## config.mk

```make
export PLATFORM = sky130hd
export DESIGN_NAME = patt_cell
export DESIGN_NICKNAME = d
export VERILOG_FILES = /design/src/rtl/patt_pkg.sv /design/src/rtl/patt_cell.sv
export SDC_FILE = /design/constraint.sdc
export NUM_CORES = 1
export LEC_CHECK = 0
export ABC_AREA = 0
export BUFFER_PORTS_ARGS = -buffer_cell sky130_fd_sc_hd__buf_2
export CORE_ASPECT_RATIO = 0.7
export CORE_UTILIZATION = 47
export DETAILED_ROUTE_END_ITERATION = 8
export MAX_ROUTING_LAYER = met4
export PLACE_DENSITY_LB_ADDON = 0.1
export SLEW_MARGIN = 10
export SYNTH_ARGS = -nofsm -noshare
export SYNTH_HDL_FRONTEND = slang
export SYNTH_SLANG_ARGS = --single-unit
```

## constraint.sdc

```tcl
create_clock -name clk -period 2.5 [get_ports clk]
set_input_delay 0.375 -clock clk [delete_from_list [all_inputs] [get_ports clk]]
set_output_delay 0.375 -clock clk [all_outputs]
set_load 0.03 [all_outputs]
```

## src/rtl/patt_pkg.sv

```systemverilog
`default_nettype none
// ----------------------------------------------------------------------------
// Tree table package
// Mode and status codes and the controller state type.
// ----------------------------------------------------------------------------
package patt_pkg;

	typedef enum logic [3:0] {
		MODE_APPEND     = 4'd0,
		MODE_CLEAR      = 4'd1,
		MODE_DEPTH      = 4'd2,
		MODE_ROOT       = 4'd3,
		MODE_VALUE_AT   = 4'd4,
		MODE_RENAME     = 4'd5,
		MODE_PARENT_OF  = 4'd6,
		MODE_FIRST_CHLD = 4'd7,
		MODE_RIGHT_SIB  = 4'd8,
		MODE_REMOVE     = 4'd9
	} mode_t;

	localparam logic [1:0] ST_OK       = 2'd0;
	localparam logic [1:0] ST_NOTFOUND = 2'd1;
	localparam logic [1:0] ST_EMPTY    = 2'd2;
	localparam logic [1:0] ST_FULL     = 2'd3;

	localparam logic [7:0] NO_PARENT = 8'hFF;

	typedef enum logic [3:0] {
		S_IDLE,
		S_FIND,
		S_DEPTH,
		S_DEPTH_WALK,
		S_MARK,
		S_DONE
	} state_t;

endpackage : patt_pkg
`default_nettype wire

```

## src/rtl/patt_cell.sv

```systemverilog
`default_nettype none
// ----------------------------------------------------------------------------
// Tree table cell
// Holds one node: its character, its parent link and a delete mark. On a
// compaction step a cell takes the word of its upper neighbor. A mark is set
// when the index of the cell's parent is broadcast as marked.
// ----------------------------------------------------------------------------
module patt_cell
	import patt_pkg::*;
(
	input  wire logic       clk,
	input  wire logic       wr_en,
	input  wire logic [7:0] wr_char,
	input  wire logic [7:0] wr_link,
	input  wire logic       mark_clr,
	input  wire logic       mark_wr,
	input  wire logic       mark_val,
	input  wire logic       prop_en,
	input  wire logic [7:0] prop_idx,
	input  wire logic       shift_en,
	input  wire logic [7:0] nb_char,
	input  wire logic [7:0] nb_link,
	input  wire logic       nb_mark,
	input  wire logic       dec_en,
	input  wire logic [7:0] dec_thr,
	output logic      [7:0] node_char_q,
	output logic      [7:0] link_q,
	output logic            mark_q
);

	// Load, shift from the neighbor, or renumber the link above a removed slot.
	always_ff @(posedge clk) begin
		if (shift_en) begin
			node_char_q <= nb_char;
			link_q      <= (nb_link != NO_PARENT && nb_link > dec_thr) ?
				nb_link - 8'd1 : nb_link;
			mark_q      <= nb_mark;
		end else begin
			if (wr_en) begin
				node_char_q <= wr_char;
				link_q      <= wr_link;
			end else if (dec_en && link_q != NO_PARENT && link_q > dec_thr) begin
				link_q <= link_q - 8'd1;
			end
			// A marked parent passes its mark down to this cell.
			if (mark_clr)
				mark_q <= 1'b0;
			else if (mark_wr)
				mark_q <= mark_val;
			else if (prop_en && link_q == prop_idx)
				mark_q <= 1'b1;
		end
	end

endmodule : patt_cell
`default_nettype wire
```

==> results.cfg <==
[cells_and_area]
post-route-util_pct = 65.02
drive_above_1_share_pct = 39.18
fill_cells = 298
final_cells = 292
antennaDiodeCount = 0
area_growth_pct = 28.83
nets = 323

[clock_network]
postCtsSetupBuffers = 0
clock-sinks = 17
post_cts_resized = 0
h-tree-depth = 1
numCtsBuffers = 3
cts_max_path_buffers = 2
cts-root-buf = clkbuf_8
clk-insertion-delay-late_ns = 0.25
cts.reportedPaths.clkPinSlew_ns = 0.07
cts_tree = built
cts_hold_buf = 0

[floorplanning]
coreArea_um2 = 3233
placementRows = 17
pin_count = 74
start_util_pct = 50.46
die_area_um2 = 3715
die_w_um = 72.42
die_y_um = 51.30

[synth]
yosys_warnings = 0
synthMuxAreaShare_pct = 5.521
synth_compound_area_share_pct = 16.03
synth_top_family_by_area = simple AND/OR/NAND/NOR gates
syn_inst = 169
ys_async_sr_fraction_pct = 0
synthAdderAreaFrac_pct = 15.34
synth.avg_cell_area_um2 = 9.654
synth_top_area_share_pct = 31.29
synth-seq-cells = 17
synth_edf_count = 17
synth_nets = 246
synth.largest_area_cell = edfxtp_1
yosysUniqueCellTypes = 38
synth-seq-area-share_pct = 31.29
synth_area_leaders = edfxtp_1 31%, ha_1 15%, xor2_1 6.4%
synth-simple-area-share_pct = 17.64
yosys.area_share.xor_xnor_pct = 9.126
synthFlopType = edfxtp_1
synthesis.area_um2 = 1632

[flow_run]
drv_cap = 0

[worst_setup_path]
crit_path_top_delay_cell = edfxtp_1
critical_path.most_common_cell = o21ai_1
reg2reg_to = link_q[7]$_DFFE_PP_
cp.arrival_ns = 1.95
reg2regPathDepth = 8
r2r_slack_ns = 0.46
crit_buf_inv = 1
cp_max_fo = 8
cp.required_ns = 2.41
crit_family = flip-flops
crit_chain = inv_1 -> ha_1 -> nor2b_1 -> o21a_1 -> o21ai_1 -> a211oi_1 -> o21ai_1 -> nand2b_1
cp-end-kind = flop
crit_path_end = link_q[7]$_DFFE_PP_
regToRegStartpoint = link_q[0]$_DFFE_PP_
startpoint = link_q[0]$_DFFE_PP_
critPathLaunchType = flop
critPathKind = flop to flop
critPathMaxStageDelay_ns = 0.51
cp.depth = 8

[pwr]
power_density_nw_per_um2 = 477.0
p_leak_uw = 0.0009493
switching_share_pct = 36.48
p_comb_share_pct = 40.6
clkPwrFrac_pct = 20.7
p_int_uw = 636.8
p_switching_uw = 365.8
ir_worst_vdd_mv = 0.2373
seq_power_share_pct = 38.6

[route]
ant_nets = 0
wl_um = 4037
avgRoutedWirePerCell_um = 13.83
num_vias = 1545
drc = 0
drtIter0Drc = 86
vias_per_cell = 5.291
first_pass_iters = 4

[global_routing]
grtUsageMet2_pct = 31.31
gr-usage-met1_pct = 34.72
grt_pass1_vias = 1303
met3_usage_pct = 4.931
grt_busiest_layer = met1
grt-ovfl-total = 0
grt_pass1_wl_um = 6168
antenna_found_initial = 0
grt_util_all_layers_pct = 23.05
grt_max_degree = 18

[timing]
tns_ns = 0
worst_pin_slew_ns = 0.4075
rsz0062_at_grt = false
final_max_slew_viol_count = 0
finalHoldViolations = 0
setup_viol = 0
maxSlewHeadroom_pct = 72.78
fmax_ghz = 0.4899
min_period_over_period_pct = 81.65
period_minus_slack_ns = 2.041
fin_skew_ns = 0.003064

[run_status]
status = completed

[placement]
routabilityCongestion = 0.9129
portBuffers = 73
dpl.hpwl_um = 3282
placed_cells = 288

[min_path]
hp-class = input port to flop
[metrics by stage]
step           instance area (µm²)  setup slack [ns]  hold WS (ns)  power, µW
2_1_floorplan                 1632            0.4675        0.5646      651.0
3_3_place_gp                  2056            0.3873        0.6614      797.3
3_5_place_dp                  2056            0.3782        0.6595      799.3
4_1_cts                       2102            0.4657        0.3987       1007
5_1_grt                       2102            0.3212        0.4049       1063
6_report                      2102            0.4587        0.4037       1003
[flip-flops by register name, summed over array words and instances (netlist names)]
signal       cells
link_q           8
mark_q           1
node_char_q      8
[worst min-delay path by stage]
stage / depth (start not counted) / startpoint / endpoint
2_1_floorplan: 2 / nb_mark / mark_q$_DFFE_PP_
3_3_place_gp: 3 / nb_mark / mark_q$_DFFE_PP_
3_5_place_dp: 3 / nb_mark / mark_q$_DFFE_PP_
4_1_cts: 3 / nb_mark / mark_q$_DFFE_PP_
5_1_grt: 3 / nb_mark / mark_q$_DFFE_PP_
6_report: 3 / nb_mark / mark_q$_DFFE_PP_
[tightest hold or removal path, delay by kind of cell]
kind,cells,cell delay [ns]
compound gates,1,0.05
buf+inv,1,0.08
simple gates,1,0.04
[power groups by stage]
stage	Sequential (µW)	Combinational, µW	Clock, µW
final	387	407	208
after global routing	392	446	226
after CTS	387	409	211
after detailed placement	393	406	0
after global placement	392	405	0
after floorplan	467	184	0
[cell usage after synthesis, drive strengths merged, types with 7 or more instances]
| library cell | instances |
|---|---|
| ha | 20 |
| edfxtp | 17 |
| o21ai | 13 |
| xor2 | 12 |
| inv | 11 |
| mux2 | 8 |
| nand2 | 8 |
| nor2 | 8 |
| a211oi | 7 |
| a21oi | 7 |
[metal layers]
metal,routed length [µm],vias up
met5,0,-
met4,31,0
met3,333,4
met2,1648,70
met1,2023,678
li1,-,793
[cell families after synthesis]
kind of cell	Yosys count
and+or+nand+nor	49
AOI/OAI and AO/OA	40
adders and majority gates	20
buffers and inverters	18
xor gates and xnor gates	17
DFF	17
muxes	8
[cells in the final DEF (no fill, tap or decap), types with 3 or more instances in the layout]
cell type,count
xnor2_1,5
nand2_1,8
o21ai_1,6
nand3_1,5
o21ai_0,6
ha_1,20
mux2_2,8
buf_4,5
nor2_1,8
a21oi_1,6
inv_1,11
xor2_1,12
edfxtp_1,17
nor2b_1,3
o211ai_1,5
a211oi_1,7
clkbuf_8,3
nand4_1,4
nor4_1,4
or4_1,3
buf_2,73
[layout make-up]
type / count / area (µm²) / area share [%]
well taps: 47 / 58.81 / 2.798
inverters: 12 / 45.04 / 2.143
clock inverters: 1 / 5.005 / 0.2381
clock buffers: 3 / 41.29 / 1.964
repair buffers: 78 / 402.9 / 19.17
flip-flops and latches: 17 / 510.5 / 24.29
multi-input cells: 134 / 1039 / 49.40
Note: power is estimated with default switching activity, not from simulation.
